<file path="src/hdl/stoi_pkg.sv">
// shared types, constants and helpers for the string to integer parser
// used by every module of the block; depends on nothing
`default_nettype none

package stoi_pkg;

   localparam int VALUE_WIDTH    = 64;
   localparam int COUNT_WIDTH    = 16;
   localparam int OUT_VALUE_W    = 64;
   localparam int CONSUMED_W     = 16;
   localparam int STATUS_W       = 2;
   localparam int BASE_W         = 6;
   localparam int CHAR_W         = 8;
   localparam int RSP_FIELDS_W   = OUT_VALUE_W + CONSUMED_W + STATUS_W;
   localparam int RSP_DATA_W     = ((RSP_FIELDS_W + 7) / 8) * 8;

   // register indexes
   localparam logic REG_BASE_SELECT = 1'b0;
   localparam logic REG_SIGNED_MODE = 1'b1;

   localparam logic [BASE_W-1:0] BASE_RESET = 6'd10;
   localparam logic [BASE_W-1:0] BASE_AUTO  = 6'd0;
   localparam logic [BASE_W-1:0] BASE_MIN   = 6'd2;
   localparam logic [BASE_W-1:0] BASE_MAX   = 6'd36;
   localparam logic [BASE_W-1:0] BASE_OCT   = 6'd8;
   localparam logic [BASE_W-1:0] BASE_DEC   = 6'd10;
   localparam logic [BASE_W-1:0] BASE_HEX   = 6'd16;

   localparam logic [STATUS_W-1:0] ST_OK       = 2'd0;
   localparam logic [STATUS_W-1:0] ST_BAD_BASE = 2'd1;
   localparam logic [STATUS_W-1:0] ST_RANGE    = 2'd2;

   localparam logic [CHAR_W-1:0] CH_SPACE   = 8'h20;
   localparam logic [CHAR_W-1:0] CH_TAB     = 8'h09;
   localparam logic [CHAR_W-1:0] CH_CR      = 8'h0D;
   localparam logic [CHAR_W-1:0] CH_PLUS    = 8'h2B;
   localparam logic [CHAR_W-1:0] CH_MINUS   = 8'h2D;
   localparam logic [CHAR_W-1:0] CH_ZERO    = 8'h30;
   localparam logic [CHAR_W-1:0] CH_NINE    = 8'h39;
   localparam logic [CHAR_W-1:0] CH_UPPER_A = 8'h41;
   localparam logic [CHAR_W-1:0] CH_UPPER_Z = 8'h5A;
   localparam logic [CHAR_W-1:0] CH_LOWER_A = 8'h61;
   localparam logic [CHAR_W-1:0] CH_LOWER_Z = 8'h7A;
   localparam logic [CHAR_W-1:0] CH_UPPER_X = 8'h58;
   localparam logic [CHAR_W-1:0] CH_LOWER_X = 8'h78;
   localparam logic [CHAR_W-1:0] LETTER_OFS = 8'd10;

   typedef struct packed {
      logic [BASE_W-1:0] base_select;
      logic              signed_mode;
   } cfg_type;

   typedef struct packed {
      logic              is_space;
      logic              is_plus;
      logic              is_minus;
      logic              is_zero;
      logic              is_x;
      logic              digit_ok;
      logic [BASE_W-1:0] digit_val;
   } char_class_type;

   typedef struct packed {
      logic [STATUS_W-1:0]    status;
      logic [CONSUMED_W-1:0]  consumed_count;
      logic [OUT_VALUE_W-1:0] value_bits;
   } result_type;

   function automatic logic base_ok(input logic [BASE_W-1:0] b);
      return (b == BASE_AUTO) || ((b >= BASE_MIN) && (b <= BASE_MAX));
   endfunction

endpackage

`default_nettype wire

</file>
<file path="src/hdl/stoi_char_class.sv">
// character classifier: whitespace, sign, prefix letters and digit value
// depends on stoi_pkg
`default_nettype none

module stoi_char_class (
   input  wire logic [stoi_pkg::CHAR_W-1:0] char_code,
   output stoi_pkg::char_class_type         char_class
);

   logic [stoi_pkg::CHAR_W-1:0] ofs_num;
   logic [stoi_pkg::CHAR_W-1:0] ofs_upper;
   logic [stoi_pkg::CHAR_W-1:0] ofs_lower;

   assign ofs_num   = char_code - stoi_pkg::CH_ZERO;
   assign ofs_upper = char_code - stoi_pkg::CH_UPPER_A + stoi_pkg::LETTER_OFS;
   assign ofs_lower = char_code - stoi_pkg::CH_LOWER_A + stoi_pkg::LETTER_OFS;

   always_comb begin
      char_class.is_space = (char_code == stoi_pkg::CH_SPACE) ||
                            ((char_code >= stoi_pkg::CH_TAB) &&
                             (char_code <= stoi_pkg::CH_CR));
      char_class.is_plus  = (char_code == stoi_pkg::CH_PLUS);
      char_class.is_minus = (char_code == stoi_pkg::CH_MINUS);
      char_class.is_zero  = (char_code == stoi_pkg::CH_ZERO);
      char_class.is_x     = (char_code == stoi_pkg::CH_LOWER_X) ||
                            (char_code == stoi_pkg::CH_UPPER_X);
      priority if ((char_code >= stoi_pkg::CH_ZERO) && (char_code <= stoi_pkg::CH_NINE)) begin
         char_class.digit_ok  = 1'b1;
         char_class.digit_val = ofs_num[stoi_pkg::BASE_W-1:0];
      end else if ((char_code >= stoi_pkg::CH_LOWER_A) &&
                   (char_code <= stoi_pkg::CH_LOWER_Z)) begin
         char_class.digit_ok  = 1'b1;
         char_class.digit_val = ofs_lower[stoi_pkg::BASE_W-1:0];
      end else if ((char_code >= stoi_pkg::CH_UPPER_A) &&
                   (char_code <= stoi_pkg::CH_UPPER_Z)) begin
         char_class.digit_ok  = 1'b1;
         char_class.digit_val = ofs_upper[stoi_pkg::BASE_W-1:0];
      end else begin
         char_class.digit_ok  = 1'b0;
         char_class.digit_val = '0;
      end
   end

endmodule

`default_nettype wire

</file>
<file path="src/hdl/stoi_parse_core.sv">
// parse state and horner accumulator, one character per step
// depends on stoi_pkg and stoi_char_class
`default_nettype none

module stoi_parse_core (
   input  wire logic                        clock,
   input  wire logic                        reset,
   input  wire logic                        step,
   input  wire logic [stoi_pkg::CHAR_W-1:0] char_code,
   input  wire logic                        last_char,
   input  stoi_pkg::cfg_type                cfg,
   output stoi_pkg::result_type             result
);

   localparam int VW     = stoi_pkg::VALUE_WIDTH;
   localparam int CW     = stoi_pkg::COUNT_WIDTH;
   localparam int BW     = stoi_pkg::BASE_W;
   localparam int PROD_W = VW + BW + 1;
   localparam logic [VW-1:0] VMASK = {VW{1'b1}};
   localparam logic [VW-1:0] SMAX  = VMASK >> 1;
   localparam logic [CW-1:0] CMAX  = {CW{1'b1}};

   typedef enum logic [2:0] {
      PH_SPACE, PH_PREFIX, PH_ZERO, PH_XPEND, PH_DIGITS, PH_STOP
   } phase_type;

   phase_type      phase_ff, phase_in;
   logic           neg_ff, neg_in;
   logic [BW-1:0]  base_ff, base_in;
   logic [VW-1:0]  acc_ff, acc_in;
   logic           ovf_ff, ovf_in;
   logic [CW-1:0]  count_ff, count_in;
   logic [CW-1:0]  stop_ff, stop_in;

   stoi_pkg::char_class_type cls;
   logic                     prefix_path;
   logic                     take;
   logic [BW-1:0]            tbase;
   logic [PROD_W-1:0]        prod;
   logic [VW-1:0]            limit;
   logic [VW-1:0]            value;
   logic                     bs_ok;

   stoi_char_class u_class (
      .char_code  (char_code),
      .char_class (cls)
   );

   assign bs_ok = stoi_pkg::base_ok(cfg.base_select);

   always_comb begin
      phase_in    = phase_ff;
      neg_in      = neg_ff;
      base_in     = base_ff;
      stop_in     = stop_ff;
      prefix_path = 1'b0;
      take        = 1'b0;
      tbase       = base_ff;
      count_in    = (count_ff != CMAX) ? count_ff + 1'b1 : count_ff;

      unique case (phase_ff)
         PH_SPACE: begin
            if (cls.is_space) begin
               phase_in = PH_SPACE;
            end else if (cls.is_plus || cls.is_minus) begin
               neg_in   = cls.is_minus;
               phase_in = PH_PREFIX;
            end else begin
               prefix_path = 1'b1;
            end
         end
         PH_PREFIX: begin
            prefix_path = 1'b1;
         end
         PH_ZERO: begin
            if (cls.is_x) begin
               base_in  = stoi_pkg::BASE_HEX;
               phase_in = PH_XPEND;
            end else begin
               take = 1'b1;
            end
         end
         PH_XPEND, PH_DIGITS: begin
            take = 1'b1;
         end
         default: begin
            phase_in = phase_ff;
         end
      endcase

      if (prefix_path) begin
         priority if (!bs_ok) begin
            phase_in = PH_STOP;
         end else if (((cfg.base_select == stoi_pkg::BASE_AUTO) ||
                       (cfg.base_select == stoi_pkg::BASE_HEX)) && cls.is_zero) begin
            base_in  = (cfg.base_select == stoi_pkg::BASE_HEX) ? stoi_pkg::BASE_HEX
                                                               : stoi_pkg::BASE_OCT;
            stop_in  = count_in;
            phase_in = PH_ZERO;
         end else begin
            base_in = (cfg.base_select == stoi_pkg::BASE_AUTO) ? stoi_pkg::BASE_DEC
                                                               : cfg.base_select;
            tbase   = base_in;
            take    = 1'b1;
         end
      end
   end

   // horner step with overflow test: acc*b + d > limit
   always_comb begin
      if (cfg.signed_mode) begin
         limit = neg_in ? SMAX + 1'b1 : SMAX;
      end else begin
         limit = VMASK;
      end
      prod   = PROD_W'(acc_ff) * PROD_W'(tbase) + PROD_W'(cls.digit_val);
      acc_in = acc_ff;
      ovf_in = ovf_ff;
   end

   phase_type     phase_nx;
   logic [CW-1:0] stop_nx;
   logic [VW-1:0] acc_nx;
   logic          ovf_nx;

   always_comb begin
      phase_nx = phase_in;
      stop_nx  = stop_in;
      acc_nx   = acc_in;
      ovf_nx   = ovf_in;
      if (take) begin
         if ((tbase < stoi_pkg::BASE_MIN) || !cls.digit_ok || (cls.digit_val >= tbase)) begin
            phase_nx = PH_STOP;
         end else begin
            phase_nx = PH_DIGITS;
            stop_nx  = count_in;
            if (!ovf_ff) begin
               if (prod > PROD_W'(limit)) begin
                  ovf_nx = 1'b1;
               end else begin
                  acc_nx = prod[VW-1:0];
               end
            end
         end
      end
   end

   always_comb begin
      value = neg_in ? (VW'(0) - acc_nx) : acc_nx;
      priority if (!bs_ok) begin
         result.value_bits     = '0;
         result.consumed_count = '0;
         result.status         = stoi_pkg::ST_BAD_BASE;
      end else if (ovf_nx) begin
         if (cfg.signed_mode) begin
            result.value_bits = stoi_pkg::OUT_VALUE_W'(neg_in ? SMAX + 1'b1 : SMAX);
         end else begin
            result.value_bits = stoi_pkg::OUT_VALUE_W'(VMASK);
         end
         result.consumed_count = stoi_pkg::CONSUMED_W'(stop_nx);
         result.status         = stoi_pkg::ST_RANGE;
      end else begin
         result.value_bits     = stoi_pkg::OUT_VALUE_W'(value);
         result.consumed_count = stoi_pkg::CONSUMED_W'(stop_nx);
         result.status         = stoi_pkg::ST_OK;
      end
   end

   always_ff @(posedge clock) begin
      if (reset || (step && last_char)) begin
         phase_ff <= PH_SPACE;
         neg_ff   <= 1'b0;
         base_ff  <= '0;
         acc_ff   <= '0;
         ovf_ff   <= 1'b0;
         count_ff <= '0;
         stop_ff  <= '0;
      end else if (step) begin
         phase_ff <= phase_nx;
         neg_ff   <= neg_in;
         base_ff  <= base_in;
         acc_ff   <= acc_nx;
         ovf_ff   <= ovf_nx;
         count_ff <= count_in;
         stop_ff  <= stop_nx;
      end
   end

endmodule

`default_nettype wire

</file>
<file path="src/hdl/string_to_integer_parser.sv">
// string to integer parser, top level: channels, registers, pipeline control
// depends on stoi_pkg and stoi_parse_core
//
// A string arrives on the req_ channel one character per request, req_tlast
// marking the final character. Each string yields exactly one response on the
// rsp_ channel, issued for the request that carries req_tlast; other requests
// yield none. The response holds the parsed value, the number of characters
// consumed and a status (ok, invalid base, out of range).
// Throughput: one character per cycle while the output is not stalled; the
// per-character multiply-add by the active base and overflow compare set it.
// A character sits in the input register, is folded into the parse state when
// the output is free and, if last, its result lands in the output register.
// When the receiver stalls, the held response stays stable; one more request
// can enter the input register and further requests wait on req_tready.
// The csr_ port writes base_select (index 0) and signed_mode (index 1); write
// only while no string is in flight.
// Reset (synchronous) clears the parse state and the valid flags of both
// pipeline registers and sets base_select to 10 and signed_mode to 0.
`default_nettype none

module string_to_integer_parser (
   input  wire logic                            clock,
   input  wire logic                            reset,
   input  wire logic                            req_tvalid,
   output      logic                            req_tready,
   input  wire logic [7:0]                      req_tdata,  // char_code
   input  wire logic                            req_tlast,  // last_char
   output      logic                            rsp_tvalid,
   input  wire logic                            rsp_tready,
   // value_bits [63:0], consumed_count [79:64], status [81:80], zero pad
   output      logic [stoi_pkg::RSP_DATA_W-1:0] rsp_tdata,
   input  wire logic                            csr_wr_en,
   input  wire logic                            csr_index,
   input  wire logic [stoi_pkg::BASE_W-1:0]     csr_wdata
);

   stoi_pkg::cfg_type            cfg_ff;
   logic                         in_valid_ff, in_valid_in;
   logic [stoi_pkg::CHAR_W-1:0]  in_char_ff;
   logic                         in_last_ff;
   logic                         rsp_valid_ff, rsp_valid_in;
   stoi_pkg::result_type         rsp_ff;
   stoi_pkg::result_type         core_result;
   logic                         out_free;
   logic                         step;
   logic                         req_fire;

   assign out_free   = !rsp_valid_ff || rsp_tready;
   assign step       = in_valid_ff && out_free;
   assign req_tready = !in_valid_ff || out_free;
   assign req_fire   = req_tvalid && req_tready;

   assign in_valid_in  = req_fire ? 1'b1 : (step ? 1'b0 : in_valid_ff);
   assign rsp_valid_in = (step && in_last_ff) ? 1'b1 : (rsp_tready ? 1'b0 : rsp_valid_ff);

   stoi_parse_core u_core (
      .clock     (clock),
      .reset     (reset),
      .step      (step),
      .char_code (in_char_ff),
      .last_char (in_last_ff),
      .cfg       (cfg_ff),
      .result    (core_result)
   );

   always_ff @(posedge clock) begin
      if (reset) begin
         cfg_ff.base_select <= stoi_pkg::BASE_RESET;
         cfg_ff.signed_mode <= 1'b0;
      end else if (csr_wr_en) begin
         unique case (csr_index)
            stoi_pkg::REG_BASE_SELECT: cfg_ff.base_select <= csr_wdata;
            stoi_pkg::REG_SIGNED_MODE: cfg_ff.signed_mode <= csr_wdata[0];
            default:                   cfg_ff <= cfg_ff;
         endcase
      end
   end

   always_ff @(posedge clock) begin
      if (reset) begin
         in_valid_ff  <= 1'b0;
         rsp_valid_ff <= 1'b0;
      end else begin
         in_valid_ff  <= in_valid_in;
         rsp_valid_ff <= rsp_valid_in;
      end
      if (req_fire) begin
         in_char_ff <= req_tdata;
         in_last_ff <= req_tlast;
      end
      if (step && in_last_ff) begin
         rsp_ff <= core_result;
      end
   end

   assign rsp_tvalid = rsp_valid_ff;
   assign rsp_tdata  = stoi_pkg::RSP_DATA_W'(rsp_ff);

endmodule

`default_nettype wire

</file>
<file path="config.mk">
export PLATFORM = sky130hd
export DESIGN_NAME = string_to_integer_parser
export DESIGN_NICKNAME = d
export VERILOG_FILES = /design/src/hdl/stoi_pkg.sv /design/src/hdl/stoi_char_class.sv /design/src/hdl/stoi_parse_core.sv /design/src/hdl/string_to_integer_parser.sv
export SDC_FILE = /design/constraint.sdc
export NUM_CORES = 1
export LEC_CHECK = 0
export BUFFER_PORTS_ARGS = -buffer_cell sky130_fd_sc_hd__buf_2
export CAP_MARGIN = 30
export CORE_ASPECT_RATIO = 1.5
export CORE_MARGIN = 1.5
export CORE_UTILIZATION = 57
export CTS_CLUSTER_SIZE = 30
export DETAILED_ROUTE_END_ITERATION = 12
export PLACE_DENSITY = 0.74
export SLEW_MARGIN = 20
export SYNTH_ARGS = -nofsm -noshare
export SYNTH_HDL_FRONTEND = slang
export SYNTH_SLANG_ARGS = --single-unit
</file>
<file path="constraint.sdc">
create_clock -name clock -period 23.4 [get_ports clock]
set_input_delay 2.34 -clock clock [delete_from_list [all_inputs] [get_ports clock]]
set_output_delay 2.34 -clock clock [all_outputs]
set_load 0.1 [all_outputs]
</file>
==> flow_summary.toml <==
[clock_tree]
ctsHoldBuffers = 0
cts_setup_buffers = 0
clk_latency_ns = 0.58
cts_resized = 0
cts_root_buffer = "clkbuf_16"
clk_pin_slew_ns = 0.06
cts_max_level = 1
cts_tree = "done"
cts_made_buffers = 25
ctsLongestPathBuffers = 3
clock_sinks = 207

[synth]
synth_top_area_cell = "fa_1"
yosysTopAreaCellShare = 0.182
synthArstFlopShare = 0
yosysWarnings = 0
synth_area_sq_mm = 0.0277
netlist_top_cells_count = "399 x nand2_1, 264 x nor2_1, 252 x and2_1, 252 x fa_1, 231 x ha_1"
synth_flop_cell = "dfxtp_1"
synth-seq-cells = 207
syn_inst = 3304
synth_most_common_cell = "nand2_1"
synth_edf_count = 91
synth.distinct_cells = 109
avgSynthCellArea_sq_um = 8.40
ys_seq_area_frac = 0.182
ys_top_cells_by_area = "fa_1 18%, ha_1 10%, edfxtp_1 9.9%"

[final_layout]
fin_util = 0.611
nFillCells = 4283
fin_area_sq_mm = 0.0292
register_area_sq_mm = 0.00505
diodes = 0
area_growth_pct = 5.35
finalNonFillerCells = 3868
layout.nets = 3753
multi_input_area_sq_mm = 0.0210
drive_gt1_frac = 0.0783

[min_path]
min_path_type = "flop to flop"
whs_path_depth = 2
holdPathEnd = "u_core.stop_ff[10]$_SDFFE_PP0P_"
min_from = "u_core.stop_ff[10]$_SDFFE_PP0P_"

[floorplanning]
rows = 98
core_area_sq_mm = 0.0478
ios = 111
initial_utilization = 0.580
die_x_um = 183
die_height_um = 273
dieArea_sq_mm = 0.0500

[pwr]
total_leakage_power_nw = 13.0
power.density_mw_per_mm2 = 44.5
finalPower_mw = 1.30
ir_drop_mv = 0.0605

[timing]
worst_pin_slew_ns = 1.02
rsz0062_at_grt = "false"
setup_violations = 0
max_freq_mhz = 64.8
finalHoldViolCount = 0
slew_headroom = 0.319
fin_skew_ns = 0.0332
slew_viol_final = 0
finalCriticalPeriod_ns = 15.43
finalCritPeriodShare = 0.659
tns_ns = 0

[global_route]
antenna_found_initial = 0
grt_pass1_wl_mm = 140
grt_use_met2 = 0.621
track_usage = 0.359
grt_overflow = 0
grtUsageMet3 = 0.0498
top_usage_layer = "met2"
grt_max_degree = 102
gr-usage-met1 = 0.403
grt_pass1_vias = 25600

[worst_setup_path]
cp-end-kind = "flop"
cp_slowest_cell = "a311oi_1"
worstPathArrival_ns = 15.68
cpPeakStageDelay_ns = 0.89
r2r_cells = 48
critical_path_class = "flop to flop"
ff2ff_setup_slack_ns = 7.97
path_max_fanout = 101
r2r_end = "rsp_tdata[50]$_SDFFCE_PP0P_"
crit_family = "compound AO/OA/AOI/OAI gates"
rr_startpoint = "in_char_ff[0]$_DFFE_PP_"
worst_ep_required_time_ns = 23.65
critPathLaunchType = "flop"
worst-path-buf-inv = 5

[routing]
final_antenna_net_count = 0
drt_first_pass_iters = 6
remaining_drc_errors = 0
drt-wirelength-per-cell_um = 23.1
viasPerCell = 6.47
drtIter0Drc = 1870
num_vias = 25000
wirelength_mm = 89.3

[placed_design]
hpwlAfterDp_mm = 68.8
gp_congestion = 1.05
placed_cell_area_sq_mm = 0.0283
port_buffers = 104
dp_cells = 3818

[flow_run]
maxCapViolations = 0

[run_status]
run_status = "finished, final reports clean"
## worst max-delay path by stage
stage                                       start                     endpoint  slack, ns  cells past startpoint
after CTS                 in_char_ff[0]$_DFFE_PP_  rsp_tdata[50]$_SDFFCE_PP0P_       8.38                     49
after floorplan           in_char_ff[0]$_DFFE_PP_  rsp_tdata[50]$_SDFFCE_PP0P_      10.83                     50
after global placement    in_char_ff[0]$_DFFE_PP_  rsp_tdata[50]$_SDFFCE_PP0P_       8.93                     46
after detailed placement  in_char_ff[0]$_DFFE_PP_  rsp_tdata[50]$_SDFFCE_PP0P_       8.50                     49
final                     in_char_ff[0]$_DFFE_PP_  rsp_tdata[50]$_SDFFCE_PP0P_       7.97                     48
after global routing      in_char_ff[4]$_DFFE_PP_  rsp_tdata[50]$_SDFFCE_PP0P_       6.99                     48
## worst min-delay path, stage by stage, from the launching register on
cell and delay [ns]:
dfxtp_1 0.31, nand2_1 0.05, a21oi_1 0.05
## power by group
part	internal, mW	total (mW)	switching, mW
Clock	0.244	0.417	0.173
Sequential	0.396	0.421	0.0245
Combinational	0.144	0.463	0.319
## layout make-up
class                           count  area share
Timing Repair Buffer              135      0.0265
Clock buffer                       33      0.0238
Tap cell                          600      0.0257
Clock inverter                     13     0.00552
Inverter                          202      0.0260
Multi-Input combinational cell   2678       0.719
Sequential cell                   207       0.173
## layout by cell type, fill, tap and decap left out, drive strengths merged, types with 91 or more instances in the layout
master,Yosys,final
a211oi,93,93
o21ai,146,146
fa,252,252
mux2i,110,110
nand2,401,401
buf,54,134
ha,231,231
and2,253,253
nor2,266,266
inv,201,203
a21oi,231,231
dfxtp,116,116
edfxtp,91,91
## flip-flops by register name, summed over array words and instances, names as in the netlist
register         flops
u_core.acc_ff       64
in_char_ff           8
in_last_ff           1
u_core.phase_ff      3
u_core.neg_ff        1
u_core.count_ff     16
rsp_tvalid           1
u_core.stop_ff      16
u_core.ovf_ff        1
u_core.base_ff       6
in_valid_ff          1
rsp_tdata           82
cfg_ff               7
## stage by stage
stage	hold WS, ns	worst slack, ns
after CTS	0.459	8.38
after detailed placement	0.451	8.50
final	0.455	7.97
after global placement	0.442	8.93
after floorplan	0.436	10.83
after global routing	0.474	6.99
## logic make-up after synthesis
logic type | after synthesis | synth area share
simple gates | 1262 | 0.227
compound gates | 670 | 0.155
fa+ha+maj | 483 | 0.286
buf+inv | 424 | 0.0612
flops | 207 | 0.182
xor+xnor | 129 | 0.0407
mux | 128 | 0.0476
other cells | 1 | 0.000135
## routing by layer
layer  up-vias  wire length [um]
met1     12200             32400
met5         -                 0
li1      11300                 -
met3       382              6160
met4         0              7550
met2      1155             43100
Power figures use the tool's default switching activity.
